--- config.mk ---
export PLATFORM = sky130hd
export DESIGN_NAME = audio_fifo_drain_irq_timer
export DESIGN_NICKNAME = d
export VERILOG_FILES = /design/src/hw/rtl/afdit_pkg.sv /design/src/hw/rtl/audio_fifo_drain_irq_timer.sv /design/src/hw/rtl/afdit_step.sv
export SDC_FILE = /design/constraint.sdc
export NUM_CORES = 1
export LEC_CHECK = 0
export BUFFER_PORTS_ARGS = -buffer_cell sky130_fd_sc_hd__buf_2
export CAP_MARGIN = 20
export CORE_ASPECT_RATIO = 0.7
export CORE_MARGIN = 3
export CORE_UTILIZATION = 63
export DETAILED_ROUTE_END_ITERATION = 7
export HOLD_SLACK_MARGIN = 0.02
export PLACE_DENSITY = 0.84
export SLEW_MARGIN = 30
export SYNTH_ARGS = -nofsm -noshare
export SYNTH_HDL_FRONTEND = slang
export SYNTH_SLANG_ARGS = --single-unit
--- constraint.sdc ---
create_clock -name clk -period 7.1 [get_ports clk]
set_input_delay 0.355 -clock clk [delete_from_list [all_inputs] [get_ports clk]]
set_output_delay 0.355 -clock clk [all_outputs]
set_load 0.03 [all_outputs]
--- src/hw/rtl/afdit_pkg.sv ---
// Shared types, constants and drain-rate tables for the audio FIFO drain timer.
package afdit_pkg;

  localparam int unsigned CtrlWidth = 16;
  localparam int unsigned FracWidth = 17;
  localparam int unsigned StepWidth = 16;
  localparam int unsigned LineWidth = 32;

  localparam logic [CtrlWidth-1:0] IrqEnableMask   = 16'h4003;
  localparam logic [LineWidth-1:0] IrqPeriodLines  = 32'd200;
  localparam int unsigned          IrqLevelThresh  = 12;

  typedef enum logic {
    OP_TICK = 1'b0,
    OP_PUSH = 1'b1
  } op_t;

  typedef enum logic {
    REG_CONTROL = 1'b0,
    REG_PAL     = 1'b1
  } reg_index_t;

  typedef struct packed {
    logic [LineWidth-1:0] line_count;
    logic [LineWidth-1:0] last_irq_line;
  } timer_state_t;

  // 0.16 bytes-per-line drain step, rate << 16 divided by 60, 262, 2 in turn
  localparam logic [StepWidth-1:0] NtscStep [8] = '{
    16'd16675, 16'd29182, 16'd25013, 16'd29182,
    16'd33351, 16'd37520, 16'd33351, 16'd33351
  };

  // 0.16 bytes-per-line drain step, rate << 16 divided by 50, 312, 2 in turn
  localparam logic [StepWidth-1:0] PalStep [8] = '{
    16'd16804, 16'd29407, 16'd25206, 16'd29407,
    16'd33608, 16'd37809, 16'd33608, 16'd33608
  };

  function automatic logic [StepWidth-1:0] drain_step(input logic [2:0] sel, input logic pal);
    drain_step = pal ? PalStep[sel] : NtscStep[sel];
  endfunction

endpackage

--- src/hw/rtl/audio_fifo_drain_irq_timer.sv ---
// Top level of the audio FIFO drain and level-3 interrupt timer.
//
// Input channel (in_valid/in_ready): one beat per event; op selects a video
// line tick or a FIFO push of push_bytes bytes.
// Output channel (out_valid/out_ready): one beat per input beat, carrying
// irq_request and the FIFO level after the event, in input order.
// Configuration: cfg_wen writes cfg_wdata to register cfg_index at the clock
// edge (0 = control word, 1 = PAL mode); write only while the block is idle.
// An accepted beat's result is registered in the output or skid register.
// Throughput: one beat per cycle while in_ready is high, set by the single
// combinational step from the state registers into the output register.
// Stall: a result that is not taken is held; one more beat is taken into a
// skid register, after which in_ready drops until the output drains.
// Reset (rst, synchronous): line counters, FIFO level, drain fraction and
// configuration clear; both output registers empty.
module audio_fifo_drain_irq_timer
  import afdit_pkg::*;
#(
  parameter int unsigned FIFO_CAPACITY = 1024
) (
  input  logic                                  clk,
  input  logic                                  rst,
  input  logic                                  in_valid,
  output logic                                  in_ready,
  input  logic                                  op,
  input  logic [7:0]                            push_bytes,
  output logic                                  out_valid,
  input  logic                                  out_ready,
  output logic                                  irq_request,
  output logic [$clog2(FIFO_CAPACITY+1)-1:0]    fifo_level,
  input  logic                                  cfg_wen,
  input  logic                                  cfg_index,
  input  logic [CtrlWidth-1:0]                  cfg_wdata
);

  localparam int unsigned LevelWidth = $clog2(FIFO_CAPACITY+1);

  logic [CtrlWidth-1:0]  control_word;
  logic                  pal_mode;
  timer_state_t          timer;
  timer_state_t          timer_next;
  logic [LevelWidth-1:0] level_now;
  logic [LevelWidth-1:0] level_now_next;
  logic [LevelWidth-1:0] level_before;
  logic [LevelWidth-1:0] level_before_next;
  logic [FracWidth-1:0]  drain_fraction;
  logic [FracWidth-1:0]  drain_fraction_next;
  logic                  irq;

  logic                  skid_valid;
  logic                  skid_irq;
  logic [LevelWidth-1:0] skid_level;
  logic                  accept;
  logic                  take;

  afdit_step #(
    .FIFO_CAPACITY (FIFO_CAPACITY),
    .LevelWidth    (LevelWidth)
  ) u_step (
    .op                  (op),
    .push_bytes          (push_bytes),
    .control_word        (control_word),
    .pal_mode            (pal_mode),
    .timer               (timer),
    .level_now           (level_now),
    .level_before        (level_before),
    .drain_fraction      (drain_fraction),
    .timer_next          (timer_next),
    .level_now_next      (level_now_next),
    .level_before_next   (level_before_next),
    .drain_fraction_next (drain_fraction_next),
    .irq                 (irq)
  );

  assign in_ready = !skid_valid;
  assign accept   = in_valid && in_ready;
  assign take     = out_valid && out_ready;

  always_ff @(posedge clk) begin
    if (rst) begin
      control_word <= '0;
      pal_mode     <= 1'b0;
    end else if (cfg_wen) begin
      unique case (reg_index_t'(cfg_index))
        REG_CONTROL: control_word <= cfg_wdata;
        REG_PAL:     pal_mode     <= cfg_wdata[0];
        default:     control_word <= control_word;
      endcase
    end
  end

  always_ff @(posedge clk) begin
    if (rst) begin
      timer          <= '0;
      level_now      <= '0;
      level_before   <= '0;
      drain_fraction <= '0;
    end else if (accept) begin
      timer          <= timer_next;
      level_now      <= level_now_next;
      level_before   <= level_before_next;
      drain_fraction <= drain_fraction_next;
    end
  end

  always_ff @(posedge clk) begin
    if (rst) begin
      out_valid  <= 1'b0;
      skid_valid <= 1'b0;
    end else begin
      if (!out_valid || take) begin
        if (skid_valid) begin
          out_valid   <= 1'b1;
          irq_request <= skid_irq;
          fifo_level  <= skid_level;
          skid_valid  <= 1'b0;
        end else begin
          out_valid   <= accept;
          irq_request <= irq;
          fifo_level  <= level_now_next;
        end
      end else if (accept) begin
        skid_valid <= 1'b1;
        skid_irq   <= irq;
        skid_level <= level_now_next;
      end
    end
  end

`ifndef SYNTHESIS
  a_skid_behind_out: assert property (@(posedge clk) disable iff (rst)
    skid_valid |-> out_valid)
    else $error("skid register full with output register empty");

  a_level_bounded: assert property (@(posedge clk) disable iff (rst)
    level_now <= LevelWidth'(FIFO_CAPACITY))
    else $error("FIFO level above capacity");

  a_fraction_below_one: assert property (@(posedge clk) disable iff (rst)
    !drain_fraction[FracWidth-1])
    else $error("drain fraction holds a whole byte");

  a_push_no_irq: assert property (@(posedge clk) disable iff (rst)
    (accept && (op == OP_PUSH)) |-> !irq)
    else $error("push beat raised an interrupt");
`endif

endmodule

--- src/hw/rtl/afdit_step.sv ---
// Next-state and result logic for one tick or push beat.
module afdit_step
  import afdit_pkg::*;
#(
  parameter int unsigned FIFO_CAPACITY = 1024,
  parameter int unsigned LevelWidth    = 11
) (
  input  logic                  op,
  input  logic [7:0]            push_bytes,
  input  logic [CtrlWidth-1:0]  control_word,
  input  logic                  pal_mode,
  input  timer_state_t          timer,
  input  logic [LevelWidth-1:0] level_now,
  input  logic [LevelWidth-1:0] level_before,
  input  logic [FracWidth-1:0]  drain_fraction,
  output timer_state_t          timer_next,
  output logic [LevelWidth-1:0] level_now_next,
  output logic [LevelWidth-1:0] level_before_next,
  output logic [FracWidth-1:0]  drain_fraction_next,
  output logic                  irq
);

  localparam logic [LevelWidth:0]   CapacityExt = (LevelWidth+1)'(FIFO_CAPACITY);
  localparam logic [LevelWidth-1:0] Threshold   = LevelWidth'(IrqLevelThresh);

  logic [LevelWidth:0]   push_sum;
  logic [LineWidth-1:0]  line_inc;
  logic [LineWidth-1:0]  elapsed;
  logic                  periodic;
  logic [FracWidth-1:0]  frac_sum;
  logic [LevelWidth-1:0] drained;

  always_comb begin
    push_sum = {1'b0, level_now} + (LevelWidth+1)'(push_bytes);
    line_inc = timer.line_count + LineWidth'(1);
    elapsed  = line_inc - timer.last_irq_line;
    periodic = ((control_word & IrqEnableMask) != '0) && (elapsed > IrqPeriodLines);
    frac_sum = drain_fraction + FracWidth'(drain_step(control_word[2:0], pal_mode));

    timer_next          = timer;
    level_now_next      = level_now;
    level_before_next   = level_before;
    drain_fraction_next = drain_fraction;
    irq                 = 1'b0;
    drained             = level_now;

    if (op == OP_PUSH) begin
      level_now_next = (push_sum > CapacityExt) ? CapacityExt[LevelWidth-1:0]
                                                : push_sum[LevelWidth-1:0];
    end else begin
      timer_next.line_count = line_inc;
      if (periodic) begin
        timer_next.last_irq_line = line_inc;
        irq                      = 1'b1;
      end else begin
        if (level_now != '0) begin
          drain_fraction_next = frac_sum;
          if (frac_sum[FracWidth-1]) begin
            drain_fraction_next = {1'b0, frac_sum[FracWidth-2:0]};
            drained             = level_now - LevelWidth'(1);
          end
        end else begin
          drain_fraction_next = '0;
        end
        level_now_next    = drained;
        level_before_next = drained;
        if ((level_before >= Threshold) && (drained < Threshold)) begin
          timer_next.last_irq_line = line_inc;
          irq                      = 1'b1;
        end
      end
    end
  end

endmodule
Word-level counts from Yosys, hierarchy flattened --
Memory sizes are Yosys's and may differ from the RTL's. Cells that the tools add are included.
Word-level totals: memories kept 2, bits in latches 0, register bits after elaboration 145, memory bits (read-only) 256, RAM bits 0
Cells by class: div/mod/pow operators 0, mux-type cells 21, equal/unequal tests 0, add/subtract/negate cells 5, bitwise operators 6, multipliers 0, magnitude comparators 5, reduce and logical (&&, ||, !) cells 18, shifts and indexed selects 0
Memories:
- (no name shown) | words 8, width 16, read ports 1, clocked after memory_dff 0, wr ports 0, RTL line afdit_pkg.sv:41 | drain_step = pal ? PalStep[sel] : NtscStep[sel];
- (no name shown) | words 8, width 16, read ports 1, clocked after memory_dff 0, wr ports 0, RTL line afdit_pkg.sv:41
Operators with widths (number):
- two-way mux 16 bit | 6
- two-way mux 11 bit | 8
- two-way mux 32 bit | 2
- adder 32 x 1 -> 32 bit (second input constant) | 1
- greater-than comparator 32 x 8 -> 1 bit (second input constant) | 1
- subtractor 32 bit | 1
- adder 17 x 16 -> 17 bit | 1
- nonzero test 16 bit | 1
- adder 11 x 8 -> 12 bit | 1
- greater-than comparator 12 x 11 -> 1 bit (second input constant) | 1
- greater-or-equal comparator 11 x 4 -> 1 bit (second input constant) | 1
- < comparator 11 x 4 -> 1 bit (second input constant) | 1
- nonzero test 11 bit | 1
- subtractor 11 x 1 -> 11 bit (second input constant) | 1
- AND reduction 3 bit | 3
- AND reduction 2 bit | 4
- two-way mux 1 bit | 5
- NOT 1 bit | 5
- greater-or-equal comparator 4 bit (second input constant) | 1
- logical AND 1 bit | 4
- NOT 3 -> 4 bit | 1
- logical NOT 1 bit | 2
- nonzero test 2 bit | 1
- OR reduction 2 bit | 1
- logical OR 1 bit | 1

Depth between registers and ports, before layout --
Gate-level depths: netlist (run 1).
word-level depth 16, gate-level depth with buffers 24, gate-level depth less buffers 22

By module --
A second synthesis (run 1) with hierarchy kept.
Second synthesis, totals: cells, all modules 1462, area total of the unflattened synthesis 12505.7 um^2
By module, submodules not included:
- audio_fifo_drain_irq_timer | times used 1, area each 6446.2 um^2, seq. area each 3163.0 um^2, cells an instance 592
- afdit_step | times used 1, area each 6059.6 um^2, seq. area each 0.0 um^2, cells an instance 870

Least setup slack after synthesis (run 1) --
Ideal clock, no wire load.
path kind register to register, from reg timer[32] (netlist name), to reg fifo_level[1], data pin, arrival time 5848 ps, cell stages (with the launch flop) 23, path buffers 1, slack 1099 ps, required time 6948 ps, cells stage by stage dfxtp_1 > ha_1 > nand3_1 > nor4_1 > and2_1 > and3_1 > and3_1 > and3_1 > and3_1 > xor2_1 > ha_1 > a21o_1 > a31oi_1 > a21boi_1 > o32ai_1 > or4_1 > nor4_2 > nand4_1 > or4_1 > buf_2 > a21oi_1 > mux2_2 > o21ai_0
On the way: longest elaborated chain between the ends 7
RTL lines:
- adder 32 x 1 -> 32 bit | RTL line afdit_step.sv:35 | line_inc = timer.line_count + LineWidth'(1);
- net u_step.line_inc[28] | RTL line afdit_step.sv:27 | logic [LineWidth-1:0] line_inc;
- subtractor 32 bit | RTL line afdit_step.sv:36 | elapsed = line_inc - timer.last_irq_line;
- greater-than comparator 32 x 8 -> 1 bit | RTL line afdit_step.sv:37 | periodic = ((control_word & IrqEnableMask) != '0) && (elapsed > IrqPeriodLines);
- logical AND 1 bit | RTL line afdit_step.sv:37
- two-way mux 11 bit | RTL line afdit_step.sv:52 | if (periodic) begin
- two-way mux 11 bit | RTL line afdit_step.sv:47 | if (op == OP_PUSH) begin
- two-way mux 11 bit | RTL line audio_fifo_drain_irq_timer.sv:112 | if (skid_valid) begin
- end signal, assigned | RTL line audio_fifo_drain_irq_timer.sv:115 | fifo_level <= skid_level;
- end signal, assigned | RTL line audio_fifo_drain_irq_timer.sv:120 | fifo_level <= level_now_next;
- end, declared | RTL line audio_fifo_drain_irq_timer.sv:30 | output logic [$clog2(FIFO_CAPACITY+1)-1:0] fifo_level,
The timed path passes the listed nets, and every way through them passes these cells. A chain may end at the register's enable or synchronous reset.

Worst setup path in the final report (run 1) --
from reg timer[32] (netlist name), to reg skid_level[5], data pin
On the way: longest elaborated chain between the ends 6
RTL lines:
- adder 32 x 1 -> 32 bit | RTL line afdit_step.sv:35
- net u_step.line_inc[28] | RTL line afdit_step.sv:27
- subtractor 32 bit | RTL line afdit_step.sv:36
- greater-than comparator 32 x 8 -> 1 bit | RTL line afdit_step.sv:37
- logical AND 1 bit | RTL line afdit_step.sv:37
- two-way mux 11 bit | RTL line afdit_step.sv:52
- two-way mux 11 bit | RTL line afdit_step.sv:47
- net level_now_next[5] | RTL line audio_fifo_drain_irq_timer.sv:43 | logic [LevelWidth-1:0] level_now_next;
- end signal, assigned | RTL line audio_fifo_drain_irq_timer.sv:125 | skid_level <= level_now_next;
- end, declared | RTL line audio_fifo_drain_irq_timer.sv:52 | logic [LevelWidth-1:0] skid_level;
The timed path passes the listed nets, and every way through them passes these cells.

==> results of run 1 <==
[final timing paths]
| path | to | slack, ns | cells after the start |
|---|---|---|---|
| worst min register to register | level_before[3]$_SDFFE_PP0P_ | 0.48 | 2 |
| worst max register to register | skid_level[5]$_DFFE_PP_ | 0.32 | 21 |
| worst max-delay path | skid_level[5]$_DFFE_PP_ | 0.32 | 21 |
| worst min-delay path | control_word[2]$_SDFFE_PP0P_ | 0.17 | 3 |
[cell type report]
type	count	area [µm²]	area share
multi-input combinational	962	6420	0.600
sequential	131	2860	0.268
clock buffer	22	464	0.0434
timing repair buffer	46	317	0.0296
tap	195	244	0.0228
inverter	56	210	0.0197
clock inverter	9	178	0.0166
[metrics by stage]
stage                     area (µm²)  utilization
final                          10700        0.715
after global routing           10700        0.715
after CTS                      10600        0.710
after detailed placement        9980        0.667
after global placement          9980        0.667
after floorplan                 9770            -
[logic make-up after synthesis]
group / count (synthesis)
and+or+nand+nor: 444
AOI/OAI and AO/OA: 338
DFF: 131
buffers and inverters: 125
xor gates and xnor gates: 99
adders and majority gates: 58
muxes: 23
[sequential cells by signal (all words and copies together), names as in the netlist]
signal and count:
skid_irq 1, level_now 11, level_before 9, drain_fraction 16, out_valid 1, skid_valid 1
timer 64, irq_request 1, pal_mode 1, control_word 4, skid_level 11, fifo_level 11
[synthesized netlist by cell type (all sizes together), types with 5 or more instances]
cell / count / area share
xor2: 56 / 0.050
nor2: 156 / 0.060
mux2i: 17 / 0.017
nand2b: 10 / 0.0064
or2: 7 / 0.0045
buf: 28 / 0.017
or3: 10 / 0.0064
nor3: 29 / 0.015
nand4: 28 / 0.018
a211oi: 45 / 0.049
dfxtp: 107 / 0.22
o21ai: 58 / 0.030
ha: 55 / 0.070
o41ai: 5 / 0.0045
mux2: 6 / 0.0069
o211ai: 8 / 0.0061
nand2: 96 / 0.037
and3: 11 / 0.0070
o21bai: 6 / 0.0046
o32ai: 5 / 0.0045
xnor2: 43 / 0.039
o21a: 15 / 0.012
a2111oi: 5 / 0.0045
a31oi: 14 / 0.0090
and2: 8 / 0.0051
a21oi: 96 / 0.051
a21o: 24 / 0.018
and4: 12 / 0.011
o31a: 6 / 0.0054
edfxtp: 24 / 0.074
clkbuf: 41 / 0.016
inv: 55 / 0.021
nor2b: 10 / 0.0064
nor4: 6 / 0.0051
nand3: 46 / 0.024
[critical path, cell delays in order (launching register included)]
cell and delay (ns):
sky130_fd_sc_hd__dfxtp_1 0.44, sky130_fd_sc_hd__ha_1 0.25, sky130_fd_sc_hd__nand3_1 0.25, sky130_fd_sc_hd__nor4_2 0.42, sky130_fd_sc_hd__and2_1 0.24, sky130_fd_sc_hd__and3_1 0.25
sky130_fd_sc_hd__and3_1 0.26, sky130_fd_sc_hd__and3_1 0.21, sky130_fd_sc_hd__and3_1 0.25, sky130_fd_sc_hd__xor2_1 0.21, sky130_fd_sc_hd__ha_1 0.37, sky130_fd_sc_hd__a21o_1 0.24
sky130_fd_sc_hd__a31oi_1 0.28, sky130_fd_sc_hd__a21boi_1 0.20, sky130_fd_sc_hd__o32ai_1 0.14, sky130_fd_sc_hd__or4_1 0.57, sky130_fd_sc_hd__nor4_2 0.20, sky130_fd_sc_hd__nand4_1 0.27
sky130_fd_sc_hd__or4b_2 0.69, sky130_fd_sc_hd__o21ai_0 0.23, sky130_fd_sc_hd__mux2i_1 0.24, sky130_fd_sc_hd__or2_2 0.32
[power by group through the flow]
stage | sequential [mW] | combinational [mW] | clock (mW)
6_report | 0.832 | 0.675 | 0.970
5_1_grt | 0.836 | 0.731 | 1.00
4_1_cts | 0.831 | 0.648 | 0.976
3_5_place_dp | 0.846 | 0.641 | 0
3_3_place_gp | 0.844 | 0.624 | 0
2_1_floorplan | 0.847 | 0.504 | 0
[metal layers]
layer / wire, µm / vias to the layer above / global-route usage
met4: 389 / 0 / 0.0964
li1: - / 4406 / -
met3: 2380 / 48 / 0.0734
met2: 11500 / 456 / 0.457
met5: 0 / - / 0
met1: 11500 / 4352 / 0.401
[what timing repair did]
action	in CTS	in global routing
buffers inserted	0	0
endpoints found under the hold margin	0	0
gates resized for setup	0	4
setup endpoints to repair	0	77
==> results.toml, run 1 <==
[critical_path]
worst-path-max-fanout = 8
cp.arrival_ns = 6.95
worstSetupEndpointType = "flip-flop"
crit_type = "flip-flop to flip-flop"
worst_ep_required_time_ns = 7.27
rr_startpoint = "timer[32]$_SDFFE_PP0P_"
cp-start-kind = "flip-flop"
crit_path_start = "timer[32]$_SDFFE_PP0P_"

[detailed_routing]
num_vias = 9262
detail_route.vias_per_cell = 6.52
detail-route-antenna-nets = 0
wl_per_cell_um = 18.1
drc_errors = 0
route.final.wire_length_um = 25700
drt_iter0_drc = 897
detailedRoute.firstPassIterationCount = 6

[cells_and_area]
fill_cells = 1167
n_antenna_cell = 0
final_cell_count_no_fill = 1421
net_total_in_the_final_layout = 1303
layout.cells.most_common = "sky130_fd_sc_hd__nor2_1"
mostFrequentLayoutCells = "sky130_fd_sc_hd__nor2_1 (156), sky130_fd_sc_hd__dfxtp_1 (107), sky130_fd_sc_hd__nand2_1 (96)"
fraction_of_final_layout_cells_with_drive_strength_greater_than_1 = 0.108
area_delta_synth_final_pct = 9.38

[logic_synthesis]
synth_xor_area_frac = 0.0887
synth_area_mm2 = 0.00977
number_of_enable_flip_flop_cells_after_synthesis = 24
synthesis.area_per_instance_um2 = 8.02
ys_ff_latch = 131
synth.lib_cells_used.distinct = 81
synthCells = 1218
async_reset_ff_frac = 0
synth_top_family_by_area = "compound AO/OA/AOI/OAI gates"
postSynthNetCount = 1307
yosys.area_share.simple = 0.217
synth_compound_gate_area_share = 0.246
synth-main-ff-cell = "sky130_fd_sc_hd__dfxtp_1"
yosys-mux-area-fraction = 0.0243
post_synth_fa_ha_maj_area_fraction = 0.0765
synth_seq_area_share = 0.293
synth.yosys.warnings = 0

[run_status]
run_status = "finished clean"

[die]
floorplan.die.width_um = 155
pin_count = 45
initial_core_util = 0.654
die-area_mm2 = 0.0171
rows = 37
fp.coreArea_mm2 = 0.0150
die_height_um = 110

[power_and_ir_drop]
power.share.switching = 0.312
vdd_drop_max_mv = 0.168
p_int_mw = 1.70
seqPwrFrac = 0.336
net-switching-power_mw = 0.774
cellPowerDensity_mw_per_mm2 = 232
p_comb_frac = 0.273
clock_power_share = 0.392
static-leakage-power_nw = 4.42
power.total_mw = 2.48

[clocking]
ctsLongestPathBuffers = 2
cts.htree.levels = 4
tritoncts.num_buffers = 17
clock-root-buffer = "sky130_fd_sc_hd__clkbuf_16"
cts.reportedPaths.clkPinSlew_ns = 0.06
cts_tree = "yes"
cts_hold_repair.buffers = 0
worstSkewPairLatency_ns = 0.42
cts_num_sinks = 131

[global_routing]
grt_use_total = 0.293
grt_pass1_wl_um = 41200
largest_net_degree_at_the_start_of_global_routing = 77
vias_in_the_first_global_route = 8533
grt_antenna_before_repair = 0
grt-ovfl-total = 0

[sta]
post-route-min-period_ns = 6.78
setup_repair_after_global_routing_missed_its_margin = "false"
skew_ns = 0.0123
timing.hold.ws_ns = 0.175
drv_slew = 0
hold_violations = 0
timing.fmax_mhz = 148
number_of_endpoints_failing_setup_at_the_final_stage = 0
worst_slew_pin_slew_ns = 0.906
period_share = 0.954
setup_tns_ns = 0
maxSlewHeadroom = 0.396
post-route-worst-setup-slack_ns = 0.324

[worst_hold_path]
hold_path_class = "input pin to flip-flop"
holdCritStartpoint = "cfg_wdata[2]"

[placement]
port-buffer-count = 32
place_ws_ns = 0.241
place.detailed.hpwl_um = 18100
place.gp.congestion = 0.971
placed_cells = 1388

[run]
maxCapViolations = 0
(Power assumes the default switching activity.)
==> run 2: changes to the inputs <==
--- a/config.mk
+++ b/config.mk
@@ -9,10 +9,11 @@
 export CAP_MARGIN = 20
 export CORE_ASPECT_RATIO = 0.7
 export CORE_MARGIN = 3
-export CORE_UTILIZATION = 63
+export CORE_UTILIZATION = 65
+export CTS_BUF_LIST = sky130_fd_sc_hd__clkbuf_8
 export DETAILED_ROUTE_END_ITERATION = 7
 export HOLD_SLACK_MARGIN = 0.02
-export PLACE_DENSITY = 0.84
+export PLACE_DENSITY = 0.87
 export SLEW_MARGIN = 30
 export SYNTH_ARGS = -nofsm -noshare
 export SYNTH_HDL_FRONTEND = slang
==> run 2 against run 1 <==
The run now ends with design-rule violations left. Utilization rose by 1.4 points. Fmax rose by 2.2%. Sequential power about the same. Highest routed layer unchanged. Clock skew increased by 0.0082 ns. Worst setup slack better by 0.15 ns. First-iteration DRC count increased by 28%. Global-route usage rose by 1.3 points. Critical endpoint is now fifo_level[1]$_DFFE_PP_. Via count shrank 0.29%. Non-clock buffer count increased by 6. Final area decreased by 2.3%. Die area shrank 2.9%. Combinational power about the same.
==> results.toml, run 2 (synthesized netlist as in run 1, its figures left out) <==
[detailed_routing]
num_vias = 9235
detail_route.vias_per_cell = 6.49
wl_per_cell_um = 18.1
route.final.wire_length_um = 25700
detail-route-antenna-nets = 0
drc_errors = 2
drt_iter0_drc = 1146
detailedRoute.firstPassIterationCount = 8

[clocking]
cts_hold_repair.buffers = 0
tritoncts.num_buffers = 17
cts.reportedPaths.clkPinSlew_ns = 0.08
cts_num_sinks = 131
clock-root-buffer = "sky130_fd_sc_hd__clkbuf_8"
cts_tree = "yes"
ctsLongestPathBuffers = 2
worstSkewPairLatency_ns = 0.45
cts.htree.levels = 4

[cells_and_area]
area_delta_synth_final_pct = 6.87
net_total_in_the_final_layout = 1309
top_regs = "timer x64, drain_fraction x16"
n_antenna_cell = 0
flip_flop_count_of_the_largest_register_all_copies_and_words_added = 64
fill_cells = 1061
register_with_the_most_flip_flops = "timer"
layout.cells.most_common = "sky130_fd_sc_hd__nor2_1"
finalInstanceArea_mm2 = 0.0104
fraction_of_final_layout_cells_with_drive_strength_greater_than_1 = 0.115
mostFrequentLayoutCells = "sky130_fd_sc_hd__nor2_1 (156), sky130_fd_sc_hd__dfxtp_1 (107), sky130_fd_sc_hd__nand2_1 (96)"

[die]
rows = 36
die_height_um = 109
fp.coreArea_mm2 = 0.0143
pin_count = 45
initial_core_util = 0.682
die-area_mm2 = 0.0166
floorplan.die.width_um = 153

[power_and_ir_drop]
cellPowerDensity_mw_per_mm2 = 207
seqPwrFrac = 0.384
p_comb_frac = 0.312
net-switching-power_mw = 0.768
clock_power_share = 0.304
power.share.switching = 0.354
static-leakage-power_nw = 4.32
vdd_drop_max_mv = 0.112
p_int_mw = 1.40

[critical_path]
crit_path_start = "timer[32]$_SDFFE_PP0P_"
cp-start-kind = "flip-flop"
timing.critical_path.to = "fifo_level[1]$_DFFE_PP_"
worstRegToRegCells = 21
worst-path-max-fanout = 8
rr_startpoint = "timer[32]$_SDFFE_PP0P_"
crit_type = "flip-flop to flip-flop"
reg2reg_setup_slack_ns = 0.47
worst_ep_required_time_ns = 7.35
cp.arrival_ns = 6.87
rr_endpoint = "fifo_level[1]$_DFFE_PP_"
worstSetupEndpointType = "flip-flop"

[run_status]
failed_checks = "design-rule violations"
run_status = "finished, violations left"

[sta]
period_share = 0.933
hold_violations = 0
number_of_endpoints_failing_setup_at_the_final_stage = 0
skew_ns = 0.0206
post-route-min-period_ns = 6.63
worst_slew_pin_slew_ns = 1.00
timing.fmax_mhz = 151
maxSlewHeadroom = 0.330
setup_repair_after_global_routing_missed_its_margin = "false"
drv_slew = 0
setup_tns_ns = 0

[worst_hold_path]
min_path_cells = 3
hold_path_class = "input pin to flip-flop"

[global_routing]
grt_use_total = 0.306
grt_pass1_wl_um = 41600
largest_net_degree_at_the_start_of_global_routing = 71
grt-ovfl-total = 0
grt_antenna_before_repair = 0
vias_in_the_first_global_route = 8468

[placement]
place.gp.congestion = 0.975
place.detailed.hpwl_um = 18100
placed_area_mm2 = 0.00997
port-buffer-count = 32

[run]
maxCapViolations = 0
==> run 2: changes by cell type in the layout (fill, tap and decap cells not counted), moves of 3 or more <==
cell	delta
sky130_fd_sc_hd__clkbuf_16	-18
sky130_fd_sc_hd__clkbuf_8	+17
sky130_fd_sc_hd__buf_4	+9
sky130_fd_sc_hd__bufinv_16	-3
sky130_fd_sc_hd__clkbuf_1	-3
==> run 2: worst max-delay path, cell delays in order, from the launching register on <==
cell                       delay (ns)
sky130_fd_sc_hd__dfxtp_1         0.44
sky130_fd_sc_hd__ha_1            0.25
sky130_fd_sc_hd__nand3_2         0.16
sky130_fd_sc_hd__nor4_2          0.34
sky130_fd_sc_hd__and2_1          0.23
sky130_fd_sc_hd__and3_1          0.22
sky130_fd_sc_hd__and3_1          0.25
sky130_fd_sc_hd__and3_1          0.20
sky130_fd_sc_hd__and3_1          0.24
sky130_fd_sc_hd__xor2_1          0.26
sky130_fd_sc_hd__ha_1            0.38
sky130_fd_sc_hd__a21o_1          0.23
sky130_fd_sc_hd__a31oi_1         0.25
sky130_fd_sc_hd__a21boi_1        0.21
sky130_fd_sc_hd__o32ai_1         0.15
sky130_fd_sc_hd__or4_1           0.56
sky130_fd_sc_hd__nor4_2          0.22
sky130_fd_sc_hd__nand4_1         0.25
sky130_fd_sc_hd__or4_4           0.64
sky130_fd_sc_hd__a21oi_2         0.28
sky130_fd_sc_hd__mux2_2          0.39
sky130_fd_sc_hd__o21ai_0         0.29
==> run 2: final cells by class <==
class	count	area (µm²)	area share
inverters	56	210	0.0201
flip-flops and latches	131	2860	0.274
well taps	190	238	0.0228
clock buffers	20	275	0.0264
repair buffers	52	325	0.0311
clock inverters	12	129	0.0123
multi-input cells	962	6410	0.613
==> run 2: routing by layer <==
metal  vias up  routed length [µm]  GRT usage
li1       4411                   -          -
met1      4270               11400      0.432
met2       480               11300      0.475
met3        74                2510     0.0732
met4         0                 512     0.0807
met5         -                   0          0
==> run 2: power by group through the flow <==
stage	clock network, mW	registers (mW)	logic (mW)
2_1_floorplan	0	0.847	0.504
4_1_cts	0.660	0.830	0.650
6_report	0.659	0.832	0.676
3_3_place_gp	0	0.844	0.625
3_5_place_dp	0	0.846	0.643
5_1_grt	0.692	0.835	0.733
==> run 2: worst min path at each step <==
stage	from	end	slack, ns
final	cfg_wdata[2]	control_word[2]$_SDFFE_PP0P_	0.14
after global routing	cfg_wdata[2]	control_word[2]$_SDFFE_PP0P_	0.15
after CTS	cfg_wdata[2]	control_word[2]$_SDFFE_PP0P_	0.13
after detailed placement	timer[10]$_SDFFE_PP0P_	timer[10]$_SDFFE_PP0P_	0.47
after global placement	drain_fraction[14]$_SDFFE_PP0P_	drain_fraction[14]$_SDFFE_PP0P_	0.46
after floorplan	level_before[10]$_SDFFE_PP0P_	level_before[10]$_SDFFE_PP0P_	0.45
==> run 2: per-stage QoR <==
| step | instances | total power [mW] | hold slack [ns] | utilization | setup slack (ns) |
|---|---|---|---|---|---|
| 4_1_cts | 1417 | 2.14 | 0.132 | 0.724 | 0.151 |
| 6_report | 1423 | 2.17 | 0.139 | 0.729 | 0.473 |
| 3_3_place_gp | 1385 | 1.47 | 0.462 | 0.696 | 0.465 |
| 5_1_grt | 1423 | 2.26 | 0.153 | 0.729 | 0.0704 |
| 3_5_place_dp | 1385 | 1.49 | 0.471 | 0.696 | 0.183 |
| 2_1_floorplan | 1218 | 1.35 | 0.451 | - | 1.10 |
==> run 2: what timing repair did <==
action,CTS,global route
gates resized for setup,0,4
endpoints found under the setup margin,0,72
setup buffers,0,5
==> run 3: changes to the inputs <==
--- a/config.mk
+++ b/config.mk
@@ -7,7 +7,7 @@
 export LEC_CHECK = 0
 export BUFFER_PORTS_ARGS = -buffer_cell sky130_fd_sc_hd__buf_2
 export CAP_MARGIN = 20
-export CORE_ASPECT_RATIO = 0.7
+export CORE_ASPECT_RATIO = 1.25
 export CORE_MARGIN = 3
 export CORE_UTILIZATION = 65
 export CTS_BUF_LIST = sky130_fd_sc_hd__clkbuf_8
==> run 3 against run 2 <==
The run now ends clean. Final area down 0.47%. Non-clock buffer count down 4. Largest power group unchanged. Critical path depth unchanged. Clock skew down 0.0042 ns. Combinational power down 3.1%. Flip-flop and latch count unchanged. Die area about the same. Worst hold slack better by 0.0046 ns. Critical path type unchanged. Fmax up 0.73%. Total power down 2.3%.
==> results.toml, run 3 (synthesized netlist as in run 1, its figures left out) <==
[worst_hold_path]
holdCritStartpoint = "cfg_wdata[2]"
hold_path_class = "input pin to flip-flop"
worstHoldEndpoint = "control_word[2]$_SDFFE_PP0P_"
min_path_cells = 3

[critical_path]
worst-path-max-fanout = 8
reg2reg_setup_slack_ns = 0.52
cp.arrival_ns = 6.88
crit_type = "flip-flop to flip-flop"
worst_ep_required_time_ns = 7.40
rr_startpoint = "timer[32]$_SDFFE_PP0P_"
rr_endpoint = "fifo_level[1]$_DFFE_PP_"
cp-start-kind = "flip-flop"
worstRegToRegCells = 21
worstSetupEndpointType = "flip-flop"

[sta]
worst_slew_pin_slew_ns = 0.833
drv_slew = 0
post-route-min-period_ns = 6.58
maxSlewHeadroom = 0.444
setup_tns_ns = 0
number_of_endpoints_failing_setup_at_the_final_stage = 0
timing.fmax_mhz = 152
period_share = 0.927
setup_repair_after_global_routing_missed_its_margin = "false"
skew_ns = 0.0164
hold_violations = 0

[placement]
port-buffer-count = 32
place.detailed.hpwl_um = 16900
place.gp.congestion = 0.959

[cells_and_area]
fraction_of_final_layout_cells_with_drive_strength_greater_than_1 = 0.111
n_antenna_cell = 0
net_total_in_the_final_layout = 1305
fill_cells = 1118
layout.cells.most_common = "sky130_fd_sc_hd__nor2_1"
top_regs = "timer x64, drain_fraction x16"
multiInputGateArea_mm2 = 0.00641
register_with_the_most_flip_flops = "timer"
area.sequential_mm2 = 0.00286
mostFrequentLayoutCells = "sky130_fd_sc_hd__nor2_1 (155), sky130_fd_sc_hd__dfxtp_1 (107), sky130_fd_sc_hd__nand2_1 (96)"
area_delta_synth_final_pct = 6.38
flip_flop_count_of_the_largest_register_all_copies_and_words_added = 64

[clocking]
ctsLongestPathBuffers = 2
tritoncts.num_buffers = 17
cts_tree = "yes"
worstSkewPairLatency_ns = 0.45
cts_hold_repair.buffers = 0
cts.htree.levels = 4
cts_num_sinks = 131
cts.reportedPaths.clkPinSlew_ns = 0.08
clock-root-buffer = "sky130_fd_sc_hd__clkbuf_8"

[detailed_routing]
drt_iter0_drc = 754
drc_errors = 0
wl_per_cell_um = 16.7
route.final.wire_length_um = 23500
detailedRoute.firstPassIterationCount = 5
detail-route-antenna-nets = 0
num_vias = 8999
detail_route.vias_per_cell = 6.40

[die]
die-area_mm2 = 0.0166
rows = 49
die_height_um = 143
fp.coreArea_mm2 = 0.0145
floorplan.die.width_um = 116
initial_core_util = 0.673
pin_count = 45

[run]
maxCapViolations = 0

[global_routing]
largest_net_degree_at_the_start_of_global_routing = 63
vias_in_the_first_global_route = 8514
grt_antenna_before_repair = 0
grt_use_total = 0.287
grt-ovfl-total = 0
grt_pass1_wl_um = 39100

[run_status]
run_status = "finished clean"

[power_and_ir_drop]
power.total_mw = 2.12
cellPowerDensity_mw_per_mm2 = 204
static-leakage-power_nw = 4.30
vdd_drop_max_mv = 0.120
==> run 3: worst max-delay path by stage <==
stage	from	endpoint	slack, ns	cells after the start
3_5_place_dp	timer[32]$_SDFFE_PP0P_	fifo_level[1]$_DFFE_PP_	0.31	21
5_1_grt	timer[32]$_SDFFE_PP0P_	fifo_level[1]$_DFFE_PP_	0.07	21
4_1_cts	timer[32]$_SDFFE_PP0P_	fifo_level[1]$_DFFE_PP_	0.26	21
2_1_floorplan	timer[32]$_SDFFE_PP0P_	fifo_level[1]$_DFFE_PP_	1.10	22
6_report	timer[32]$_SDFFE_PP0P_	fifo_level[1]$_DFFE_PP_	0.52	21
3_3_place_gp	timer[32]$_SDFFE_PP0P_	fifo_level[1]$_DFFE_PP_	0.46	21
==> run 3: power breakdown <==
| part | leakage [nW] | total, mW | internal [mW] | switching [mW] |
|---|---|---|---|---|
| sequential | 1.10 | 0.830 | 0.801 | 0.0291 |
| clock | 0.202 | 0.633 | 0.316 | 0.317 |
| combinational | 3.00 | 0.655 | 0.258 | 0.397 |
==> run 3: final cells by class <==
class / instances / area share
well taps: 178 / 0.0214
repair buffers: 48 / 0.0288
clock buffers: 17 / 0.0225
flip-flops and latches: 131 / 0.275
multi-input cells: 962 / 0.617
inverters: 56 / 0.0202
clock inverters: 15 / 0.0152
==> run 3: through the flow <==
stage | utilization | hold WS, ns | worst slack (ns) | instance area (µm²) | cells
CTS | 0.711 | 0.126 | 0.265 | 10300 | 1402
global placement | 0.684 | 0.462 | 0.465 | 9940 | 1370
global route | 0.716 | 0.147 | 0.0732 | 10400 | 1407
detailed placement | 0.684 | 0.469 | 0.312 | 9940 | 1370
floorplan | - | 0.451 | 1.10 | 9770 | 1218
finish | 0.716 | 0.144 | 0.521 | 10400 | 1407
==> run 3: timing repair <==
item	in CTS	in global routing
resized for setup	0	3
endpoints found under the setup margin	0	65
setup buffers	0	4
==> run 3: critical path, stage by stage (launching register included) <==
cell and delay, ns:
sky130_fd_sc_hd__dfxtp_1 0.44, sky130_fd_sc_hd__ha_1 0.24, sky130_fd_sc_hd__nand3_1 0.22, sky130_fd_sc_hd__nor4_2 0.38, sky130_fd_sc_hd__and2_1 0.23, sky130_fd_sc_hd__and3_1 0.22
sky130_fd_sc_hd__and3_1 0.25, sky130_fd_sc_hd__and3_1 0.20, sky130_fd_sc_hd__and3_1 0.24, sky130_fd_sc_hd__xor2_1 0.22, sky130_fd_sc_hd__ha_1 0.37, sky130_fd_sc_hd__a21o_1 0.23
sky130_fd_sc_hd__a31oi_1 0.26, sky130_fd_sc_hd__a21boi_1 0.21, sky130_fd_sc_hd__o32ai_1 0.13, sky130_fd_sc_hd__or4_1 0.56, sky130_fd_sc_hd__nor4_2 0.27, sky130_fd_sc_hd__nand4_1 0.27
sky130_fd_sc_hd__or4_4 0.64, sky130_fd_sc_hd__a21oi_2 0.28, sky130_fd_sc_hd__mux2_2 0.38, sky130_fd_sc_hd__o21ai_0 0.16
==> run 3: routing by layer <==
layer,global-route usage,vias to the layer above,share of wire
met2,0.497,309,0.50
li1,-,4402,-
met1,0.351,4227,0.41
met4,0.122,0,0.030
met3,0.0466,61,0.053
met5,0,-,0
